--- config.mk ---
export PLATFORM = sky130hd
export DESIGN_NAME = usg_div_cell
export DESIGN_NICKNAME = d
export VERILOG_FILES = /design/src/design/usg_pkg.sv /design/src/design/usg_div_cell.sv
export SDC_FILE = /design/constraint.sdc
export NUM_CORES = 1
export LEC_CHECK = 0
export CORE_ASPECT_RATIO = 0.75
export CORE_MARGIN = 2
export CORE_UTILIZATION = 25
export CTS_BUF_LIST = sky130_fd_sc_hd__clkbuf_4 sky130_fd_sc_hd__clkbuf_8
export DETAILED_ROUTE_END_ITERATION = 8
export DONT_BUFFER_PORTS = 1
export GPL_ROUTABILITY_DRIVEN = 0
export GPL_TIMING_DRIVEN = 0
export PLACE_DENSITY_LB_ADDON = 0.1
export REMOVE_ABC_BUFFERS = 1
export SETUP_SLACK_MARGIN = 0.5
export SLEW_MARGIN = 20
export SYNTH_ARGS = -nofsm -noshare
export SYNTH_HDL_FRONTEND = slang
export SYNTH_SLANG_ARGS = --single-unit
--- constraint.sdc ---
create_clock -name i_clk -period 6.6 [get_ports i_clk]
set_input_delay 1.98 -clock i_clk [delete_from_list [all_inputs] [get_ports i_clk]]
set_output_delay 1.98 -clock i_clk [all_outputs]
set_load 0.1 [all_outputs]
--- src/design/usg_pkg.sv ---
// shared types, constants and term tables for the uv sphere grid point pipeline
// no dependencies
package usg_pkg;

    localparam int GRID_BITS = 10;
    localparam int FRAC_BITS = 14;
    localparam int OUT_W     = 16;
    localparam int IDX_W     = 20;
    localparam int PHASE_W   = 32;
    localparam int QUO_W     = GRID_BITS + PHASE_W;
    localparam int DIV_STEPS = QUO_W;
    localparam int STEP_W    = $clog2(DIV_STEPS);
    // step whose remainder decides rounding of the 16 bit texture fraction
    localparam int TAP_STEP  = GRID_BITS + OUT_W - 1;
    localparam int TERMS     = 7;
    localparam int TERM_W    = $clog2(TERMS);
    localparam int ANG_W     = 30;
    localparam int SER_W     = 31;
    localparam int ACC_W     = 32;
    localparam int CFG_IDX_W = 1;

    localparam logic [31:0]      PI_Q30  = 32'd3373259426;
    localparam logic [SER_W-1:0] ONE_Q30 = 31'h4000_0000;

    localparam logic [CFG_IDX_W-1:0] REG_FACES_AROUND = 1'b0;
    localparam logic [CFG_IDX_W-1:0] REG_FACES_POLE   = 1'b1;

    // term k divides by (2k)(2k+1) for sine and (2k-1)(2k) for cosine
    // quotient estimate (t * M) >> S, M = floor(2^S / D), S = 31 + clog2(D)
    localparam logic [7:0] SIN_D [TERMS] = '{8'd6, 8'd20, 8'd42, 8'd72, 8'd110, 8'd156, 8'd210};
    localparam int         SIN_S [TERMS] = '{34, 36, 37, 38, 38, 39, 39};
    localparam logic [31:0] SIN_M [TERMS] = '{
        32'((64'd1 << 34) / 64'd6),   32'((64'd1 << 36) / 64'd20),
        32'((64'd1 << 37) / 64'd42),  32'((64'd1 << 38) / 64'd72),
        32'((64'd1 << 38) / 64'd110), 32'((64'd1 << 39) / 64'd156),
        32'((64'd1 << 39) / 64'd210)
    };
    localparam logic [7:0] COS_D [TERMS] = '{8'd2, 8'd12, 8'd30, 8'd56, 8'd90, 8'd132, 8'd182};
    localparam int         COS_S [TERMS] = '{32, 35, 36, 37, 38, 39, 39};
    localparam logic [31:0] COS_M [TERMS] = '{
        32'((64'd1 << 32) / 64'd2),   32'((64'd1 << 35) / 64'd12),
        32'((64'd1 << 36) / 64'd30),  32'((64'd1 << 37) / 64'd56),
        32'((64'd1 << 38) / 64'd90),  32'((64'd1 << 39) / 64'd132),
        32'((64'd1 << 39) / 64'd182)
    };

    typedef struct packed {
        logic [GRID_BITS-1:0] row;
        logic [GRID_BITS-1:0] column;
    } t_usg_in;

    typedef struct packed {
        logic signed [OUT_W-1:0] pos_x;
        logic signed [OUT_W-1:0] pos_y;
        logic signed [OUT_W-1:0] pos_z;
        logic [OUT_W-1:0]        tex_u;
        logic [OUT_W-1:0]        tex_v;
        logic [IDX_W-1:0]        vertex_index;
        logic                    face_valid;
        logic [IDX_W-1:0]        face_number;
        logic [IDX_W-1:0]        corner_a;
        logic [IDX_W-1:0]        corner_b;
        logic [IDX_W-1:0]        corner_c;
        logic [IDX_W-1:0]        corner_d;
    } t_usg_out;

    // per item data that rides along the pipeline
    typedef struct packed {
        logic [IDX_W-1:0] vi;
        logic [IDX_W-1:0] fnum;
        logic             fvalid;
        logic             pole_n;
        logic             pole_s;
        logic [OUT_W-1:0] tex_u;
        logic [OUT_W-1:0] tex_v;
    } t_usg_ctx;

    // one long division lane
    typedef struct packed {
        logic [GRID_BITS-1:0] num;
        logic [GRID_BITS-1:0] rem;
        logic [QUO_W-1:0]     quo;
        logic                 rbit;
    } t_usg_dlane;

    typedef struct packed {
        logic [SER_W-1:0] term;
        logic [ACC_W-1:0] pos;
        logic [ACC_W-1:0] neg;
    } t_usg_ser;

    typedef struct packed {
        logic [ANG_W-1:0] x2;
        t_usg_ser         sin;
        t_usg_ser         cos;
        logic [1:0]       quad;
        logic             swap;
    } t_usg_ang;

endpackage

--- src/design/usg_div_cell.sv ---
// one restoring division step for the row and column lanes
// depends on usg_pkg
module usg_div_cell (
    input  logic                        i_clk,
    input  logic                        i_rst_n,
    input  logic                        i_en,
    input  logic [usg_pkg::STEP_W-1:0]  i_step,
    input  logic [usg_pkg::GRID_BITS-1:0] i_div_a,
    input  logic [usg_pkg::GRID_BITS-1:0] i_div_v,
    input  logic                        i_vld,
    input  usg_pkg::t_usg_ctx           i_ctx,
    input  usg_pkg::t_usg_dlane         i_row,
    input  usg_pkg::t_usg_dlane         i_col,
    output logic                        o_vld,
    output usg_pkg::t_usg_ctx           o_ctx,
    output usg_pkg::t_usg_dlane         o_row,
    output usg_pkg::t_usg_dlane         o_col
);
    import usg_pkg::*;

    function automatic t_usg_dlane div_step(input t_usg_dlane l,
                                            input logic [GRID_BITS-1:0] d,
                                            input logic tap);
        logic [GRID_BITS:0]   rem2;
        logic                 ge;
        logic [GRID_BITS-1:0] remn;
        t_usg_dlane           res;
        rem2 = {l.rem, l.num[GRID_BITS-1]};
        ge   = rem2 >= {1'b0, d};
        remn = ge ? GRID_BITS'(rem2 - {1'b0, d}) : rem2[GRID_BITS-1:0];
        res      = l;
        res.num  = l.num << 1;
        res.rem  = remn;
        res.quo  = {l.quo[QUO_W-2:0], ge};
        if (tap) begin
            res.rbit = ({1'b0, remn} + {2'b0, d[GRID_BITS-1:1]}) >= {1'b0, d};
        end
        return res;
    endfunction

    logic                r_vld;
    t_usg_ctx            r_ctx;
    t_usg_dlane          r_row;
    t_usg_dlane          r_col;
    logic                w_tap;

    assign w_tap = i_step == STEP_W'(TAP_STEP);

    always_ff @(posedge i_clk) begin
        if (!i_rst_n) begin
            r_vld <= 1'b0;
        end else if (i_en) begin
            r_vld <= i_vld;
        end
    end

    always_ff @(posedge i_clk) begin
        if (i_en) begin
            r_ctx <= i_ctx;
            r_row <= div_step(i_row, i_div_v, w_tap);
            r_col <= div_step(i_col, i_div_a, w_tap);
        end
    end

    assign o_vld = r_vld;
    assign o_ctx = r_ctx;
    assign o_row = r_row;
    assign o_col = r_col;

endmodule

==> flow_metrics.env, run 1 <==
export IMPL_maxSlewHeadroom_pct=27.19
export IMPL_final_setup_viol_count=0
export IMPL_num_rows=57
export IMPL_grt_pass1_wl_mm=33.50
export IMPL_grt_pass1_vias=4423
export IMPL_synth_distinct_cells=54
export IMPL_overflow=0
export IMPL_internal_power_w=0.002076
export IMPL_cts_sinks=200
export IMPL_avgSynthCellArea_sq_um=15.90
export IMPL_rr_worst_depth=2
export IMPL_crit_path_cell_trace="inv_1 -> ha_1 -> nor2b_1 -> o31a_1 -> o311ai_4 -> o211ai_1 -> buf_4 -> a21oi_1 -> ha_1 -> fa_2 -> a21oi_2 -> o21ai_2 -> nor3_4 -> buf_4 -> buf_4 -> buf_4 -> buf_4 -> buf_4 -> a2bb2oi_1 -> ha_1 -> nor4b_2 -> o21ai_1 -> a21oi_1 -> o32ai_1"
export IMPL_synth_enable_flop_cells=199
export IMPL_ys_warn_count=0
export IMPL_power_share_combinational_pct=12.8
export IMPL_switching_share_pct=43.58
export IMPL_rsz0062_at_grt="yes"
export IMPL_finalWirelength_mm=24.83
export IMPL_syn_to_final_growth_pct=13.77
export IMPL_core_sq_mm=0.03266
export IMPL_power_per_cell_area_mw_per_mm2=387.3
export IMPL_cp_end_kind="flop"
export IMPL_worstReg2RegStart="o_vld"
export IMPL_cp_start_kind="input pin"
export IMPL_wl_per_cell_microns=24.51
export IMPL_drive_above_1_share_pct=11.91
export IMPL_cts_hold_buf=0
export IMPL_syn_cell_area_sq_mm=0.008349
export IMPL_path_max_fanout=5
export IMPL_track_usage_pct=13.67
export IMPL_final_period_utilization_pct=90.23
export IMPL_max_cap_violations=0
export IMPL_crit_path_end="o_col[0]"
export IMPL_fillers=3303
export IMPL_leakage_nw=3.391
export IMPL_grt_antenna_before_repair=3
export IMPL_drtIter0Drc=298
export IMPL_clock_skew_ns=0
export IMPL_clock_fmax_mhz=167.9
export IMPL_clock_latency_ns=0.47
export IMPL_clkPwrFrac_pct=22.3
export IMPL_die_h_microns=162.3
export IMPL_synth_ff_type="edfxtp_1"
export IMPL_slowest_delay_ns=0.30
export IMPL_arrival_ns=6.18
export IMPL_peakVddDrop_uv=135.4
export IMPL_antenna_cells=0
export IMPL_io_pins=433
export IMPL_criticalPathCategory="in2reg"
export IMPL_cp_required_ns=6.82
export IMPL_drc=0
export IMPL_synth_async_reset_ratio_pct=0
export IMPL_synth_seq_area_share_pct=71.81
export IMPL_finalNetCount=851
export IMPL_start_util_pct=25.56
export IMPL_slowest_stage="o31a_1"
export IMPL_fin_setup_tns_ns=0
export IMPL_vias_per_cell=4.446
export IMPL_cts_tree="yes"
export IMPL_clk_pin_slew_ns=0.11
export IMPL_finalMaxSlewViolations=0
export IMPL_max_slew_worst_pin_slew_ns=1.094
export IMPL_clk_path_buf_depth=2
export IMPL_critPathTopFamily="compound AO/OA/AOI/OAI gates"
export IMPL_design_die_area_sq_mm=0.03489
export IMPL_htreeDepth=4
export IMPL_path_depth=24
export IMPL_root_buffer="clkbuf_8"
export IMPL_ys_ff_latch=200
export IMPL_hp_class="reg2reg"
export IMPL_crit_buf_inv=7
export IMPL_syn_inst=525
export IMPL_ant_nets=0
export IMPL_dpl_hpwl_mm=19.36
export IMPL_p_sw_w=0.001603
export IMPL_hold_viol=0
export IMPL_io_buffers=0
export IMPL_numCtsBuffers=17
export IMPL_fp_dieW_microns=215.0
export IMPL_vias=4504
export IMPL_fin_hold_ws_ns=1.026
export IMPL_seq_power_share_pct=64.9
export IMPL_timing_final_crit_period_ns=5.955
export IMPL_path_common_cell="buf_4"
export IMPL_worst_r2r_setup_slack_ns=5.27
export IMPL_status="finished clean"
export IMPL_r2r_end="o_vld"
export IMPL_dr_pass1_iters=4
export IMPL_grt_start_max_net_pins=201
export IMPL_cp_startpoint="i_div_a[1]"
[worst min-delay path, stage by stage (launching register included)]
cell and delay (ns):
dfxtp_1 0.66, mux2i_1 0.27, nor2b_1 0.06
[registers in the layout (all words and copies together), names as in the netlist]
name and cells:
o_ctx 75, o_vld 1, o_row 62, o_col 62
[cells in the mapped netlist, drive strengths merged, types with 3 or more instances]
library cell    n  area (sq um)
edfxtp        199          5976
ha             58         725.7
nor2           34         127.6
inv            33         123.9
a21oi          29         145.1
o21ai          29         148.9
nand2          19         71.32
xnor2          18         157.7
nor3            8         40.04
o21a            8         60.06
a21o            7         52.55
nand2b          7         43.79
a211oi          6         57.56
mux2            6         71.31
nor2b           6         37.54
xor2            5         43.79
buf             4         25.02
fa              4         80.08
nand3           4         20.02
o22ai           4         25.02
nand4           3         18.77
o31a            3         26.28
o41ai           3         26.28
[metrics by stage]
step | worst slack (ns) | util (%) | power (W) | instances | area [sq um]
after global placement | -0.8363 | 27.19 | 0.002845 | 964 | 8881
final | 0.6446 | 29.08 | 0.003679 | 1013 | 9499
after detailed placement | -0.5176 | 27.21 | 0.002851 | 965 | 8889
after floorplan | 0.4230 | - | 0.002715 | 522 | 8328
after CTS | 0.4769 | 28.81 | 0.003726 | 1004 | 9409
after global routing | 0.4557 | 29.08 | 0.003850 | 1013 | 9499
[repair_timing]
action	in CTS	in global routing
pin swaps	2	5
setup endpoints to repair	2	2
buffers inserted	7	9
gates resized for setup	9	6
[logic make-up after synthesis]
family                   Yosys count  synth area share [%]
multiplexers                       7                0.9740
XOR/XNOR                          23                 2.413
AND/OR/NAND/NOR                   91                 5.230
flip-flops                       200                 71.81
buffers and inverters             37                 1.783
AO/OA/AOI/OAI                    104                 8.093
other                              1               0.04491
adder cells (fa/ha/maj)           62                 9.651
[metal layers]
metal | track usage (%) | wire length, microns | vias up
li1 | - | - | 2063
met1 | 14.73 | 9247 | 2233
met2 | 25.01 | 13510 | 183
met3 | 5.337 | 1786 | 19
met4 | 3.762 | 240 | 6
met5 | 0 | 48 | -
[area by class of cell]
| type | instances | area (sq um) | share of cell area [%] |
|---|---|---|---|
| clock buffers | 18 | 241.5 | 2.542 |
| well taps | 442 | 553.0 | 5.822 |
| flip-flops and latches | 200 | 5996 | 63.12 |
| inverters | 33 | 123.9 | 1.304 |
| repair buffers | 17 | 127.6 | 1.344 |
| clock inverters | 14 | 186.4 | 1.963 |
| multi-input cells | 289 | 2271 | 23.91 |
[power groups by stage]
stage | Combinational [W] | Sequential, W | Clock, W
floorplan | 0.000334 | 0.00238 | 0
global placement | 0.000418 | 0.00243 | 0
detailed placement | 0.000426 | 0.00243 | 0
CTS | 0.000455 | 0.00240 | 0.000874
global route | 0.000535 | 0.00240 | 0.000916
finish | 0.000470 | 0.00239 | 0.000821
[cells in the final DEF (no fill, tap or decap), drive strengths merged, types with 5 or more instances in the layout]
cell	instances
a211oi	6
a21o	7
a21oi	29
buf	17
clkbuf	18
clkinv	10
edfxtp	199
ha	58
inv	35
mux2	6
nand2	19
nand2b	7
nor2	34
nor2b	6
nor3	8
o21a	8
o21ai	29
xnor2	18
xor2	5
[worst min-delay path by stage]
stage / startpoint / endpoint / slack [ns] / cells after the start
2_1_floorplan: o_vld / o_vld / 0.98 / 2
4_1_cts: o_vld / o_vld / 1.03 / 2
6_report: o_vld / o_vld / 1.03 / 2
3_5_place_dp: o_vld / o_vld / 1.02 / 2
5_1_grt: o_vld / o_vld / 1.05 / 2
3_3_place_gp: o_vld / o_vld / 1.02 / 2
No activity file was read; power rests on OpenSTA's default activity.
==> inputs of run 2 (changes only) <==
--- a/config.mk
+++ b/config.mk
@@ -7,8 +7,7 @@
 export LEC_CHECK = 0
 export CORE_ASPECT_RATIO = 0.75
 export CORE_MARGIN = 2
-export CORE_UTILIZATION = 25
-export CTS_BUF_LIST = sky130_fd_sc_hd__clkbuf_4 sky130_fd_sc_hd__clkbuf_8
+export CORE_UTILIZATION = 30
 export DETAILED_ROUTE_END_ITERATION = 8
 export DONT_BUFFER_PORTS = 1
 export GPL_ROUTABILITY_DRIVEN = 0
==> run 2 against run 1 <==
Against the previous run: setup slack gained 0.085 ns; sequential cell count stayed put; clock-buffer cell count decreased by 1; worst hold slack gained 0.0024 ns.
==> flow_metrics.env, run 2 (same netlist as run 1, synthesis figures left out) <==
export IMPL_clkPwrFrac_pct=26.9
export IMPL_hold_viol=0
export IMPL_clk_path_buf_depth=2
export IMPL_io_buffers=0
export IMPL_htreeDepth=4
export IMPL_cp_required_ns=6.78
export IMPL_overflow=0
export IMPL_critPathTopFamily="compound AO/OA/AOI/OAI gates"
export IMPL_power_share_combinational_pct=12.0
export IMPL_fillers=2574
export IMPL_max_slew_worst_pin_slew_ns=1.032
export IMPL_leakage_nw=3.430
export IMPL_dpl_hpwl_mm=18.31
export IMPL_cts_tree="yes"
export IMPL_clock_fmax_mhz=170.4
export IMPL_seq_power_share_pct=61.1
export IMPL_syn_to_final_growth_pct=14.36
export IMPL_drc=0
export IMPL_arrival_ns=6.05
export IMPL_dr_pass1_iters=6
export IMPL_clock_latency_ns=0.43
export IMPL_grt_use_met1_pct=17.60
export IMPL_core_sq_mm=0.02720
export IMPL_largest_register_ffs=75
export IMPL_io_pins=433
export IMPL_num_rows=52
export IMPL_peakVddDrop_uv=174.5
export IMPL_hp_class="reg2reg"
export IMPL_final_common_cell="edfxtp_1"
export IMPL_numCtsBuffers=17
export IMPL_path_common_cell="ha_1"
export IMPL_maxSlewHeadroom_pct=31.33
export IMPL_path_max_fanout=3
export IMPL_final_setup_viol_count=0
export IMPL_design_die_area_sq_mm=0.02920
export IMPL_cts_hold_buf=0
export IMPL_drtIter0Drc=258
export IMPL_fp_dieW_microns=196.6
export IMPL_switching_share_pct=42.17
export IMPL_criticalPathCategory="in2reg"
export IMPL_start_util_pct=30.70
export IMPL_finalWirelength_mm=24.12
export IMPL_grt_busiest_layer="met2"
export IMPL_ant_nets=0
export IMPL_root_buffer="clkbuf_16"
export IMPL_track_usage_pct=15.62
export IMPL_clock_skew_ns=0
export IMPL_status="finished clean"
export IMPL_final_cell_mix="199 x edfxtp_1, 57 x ha_1, 33 x nor2_1"
export IMPL_cp_start_kind="input pin"
export IMPL_vias=4561
export IMPL_grt_pass1_vias=4484
export IMPL_timing_final_crit_period_ns=5.870
export IMPL_finalNetCount=842
export IMPL_finalMaxSlewViolations=0
export IMPL_internal_power_w=0.002260
export IMPL_groute_layer_met2_usage_pct=27.13
export IMPL_fin_setup_tns_ns=0
export IMPL_max_cap_violations=0
export IMPL_final_period_utilization_pct=88.94
export IMPL_crit_buf_inv=2
export IMPL_vias_per_cell=4.990
export IMPL_grt_start_max_net_pins=201
export IMPL_die_h_microns=148.5
export IMPL_p_sw_w=0.001648
export IMPL_grt_antenna_before_repair=4
export IMPL_clk_pin_slew_ns=0.09
export IMPL_wl_per_cell_microns=26.39
export IMPL_rsz0062_at_grt="yes"
export IMPL_crit_path_cell_trace="clkinvlp_4 -> ha_4 -> nor2b_1 -> o31a_1 -> o311ai_4 -> o211ai_1 -> buf_4 -> mux2_2 -> ha_1 -> a21o_1 -> a211oi_1 -> nor2_1 -> o41ai_4 -> xnor2_1 -> ha_1 -> nor2_2 -> nor4b_4 -> o21ai_2 -> a21oi_2 -> o32ai_1"
export IMPL_final_area_sq_mm=0.009548
export IMPL_finalNonFillerCells=914
export IMPL_drive_above_1_share_pct=11.41
export IMPL_multi_input_area_sq_mm=0.002322
export IMPL_place_area_sq_mm=0.008775
export IMPL_cts_sinks=200
export IMPL_regArea_sq_mm=0.005996
export IMPL_grt_pass1_wl_mm=32.32
export IMPL_slowest_stage="o31a_1"
export IMPL_met3_usage_pct=6.599
export IMPL_slowest_delay_ns=0.33
export IMPL_power_per_cell_area_mw_per_mm2=409.3
export IMPL_dpl_cell_count=874
export IMPL_cp_end_kind="flop"
run 2: worst min-delay path, delay by kind of cell (launching register included):
kind          cells  cell delay, ns
flops             1            0.66
simple gates      1            0.06
mux               1            0.28
run 2: final timing paths:
path	startpoint	end	slack (ns)	depth (start not counted)
worst max-delay path	i_div_a[1]	o_col[0]	0.73	20
worst min-delay path	o_vld	o_vld	1.03	2
worst max register to register	o_vld	o_vld	5.27	2
worst min register to register	o_vld	o_vld	1.03	2
run 2: per-stage QoR:
stage | total power [W] | hold slack (ns) | worst slack (ns) | util [%]
after global routing | 0.004067 | 1.083 | 0.4679 | 35.09
after global placement | 0.002835 | 1.021 | -0.7042 | 32.24
final | 0.003908 | 1.028 | 0.7298 | 35.11
after detailed placement | 0.002844 | 1.030 | -0.4836 | 32.26
after CTS | 0.003914 | 1.032 | 0.3723 | 34.61
after floorplan | 0.002715 | 0.9807 | 0.4230 | -
run 2: what timing repair did:
item / CTS / global route
gates cloned: 0 / 1
resized for setup: 5 / 16
pin swaps: 1 / 10
buffers inserted: 1 / 5
setup endpoints to repair: 2 / 2
run 2: routing by layer:
| metal | wire [microns] | share of wire (%) | vias up |
|---|---|---|---|
| met5 | 35 | 0.15 | - |
| met4 | 344 | 1.4 | 6 |
| met3 | 2152 | 8.9 | 26 |
| met2 | 12440 | 52 | 186 |
| met1 | 9143 | 38 | 2281 |
| li1 | - | - | 2062 |
run 2: layout make-up:
cell class	count	share of cell area, %
Clock buffer	17	4.456
Antenna cell	2	0.05242
Sequential cell	200	62.80
Timing Repair Buffer	7	0.5504
Clock inverter	14	1.887
Tap cell	351	4.600
Multi-Input combinational cell	290	24.32
Inverter	33	1.337
run 2: power groups by stage:
stage	Sequential [W]	Combinational, W	Clock, W
6_report	0.00239	0.000468	0.00105
5_1_grt	0.00240	0.000537	0.00113
4_1_cts	0.00240	0.000433	0.00109
3_5_place_dp	0.00242	0.000423	0
3_3_place_gp	0.00242	0.000413	0
2_1_floorplan	0.00238	0.000334	0
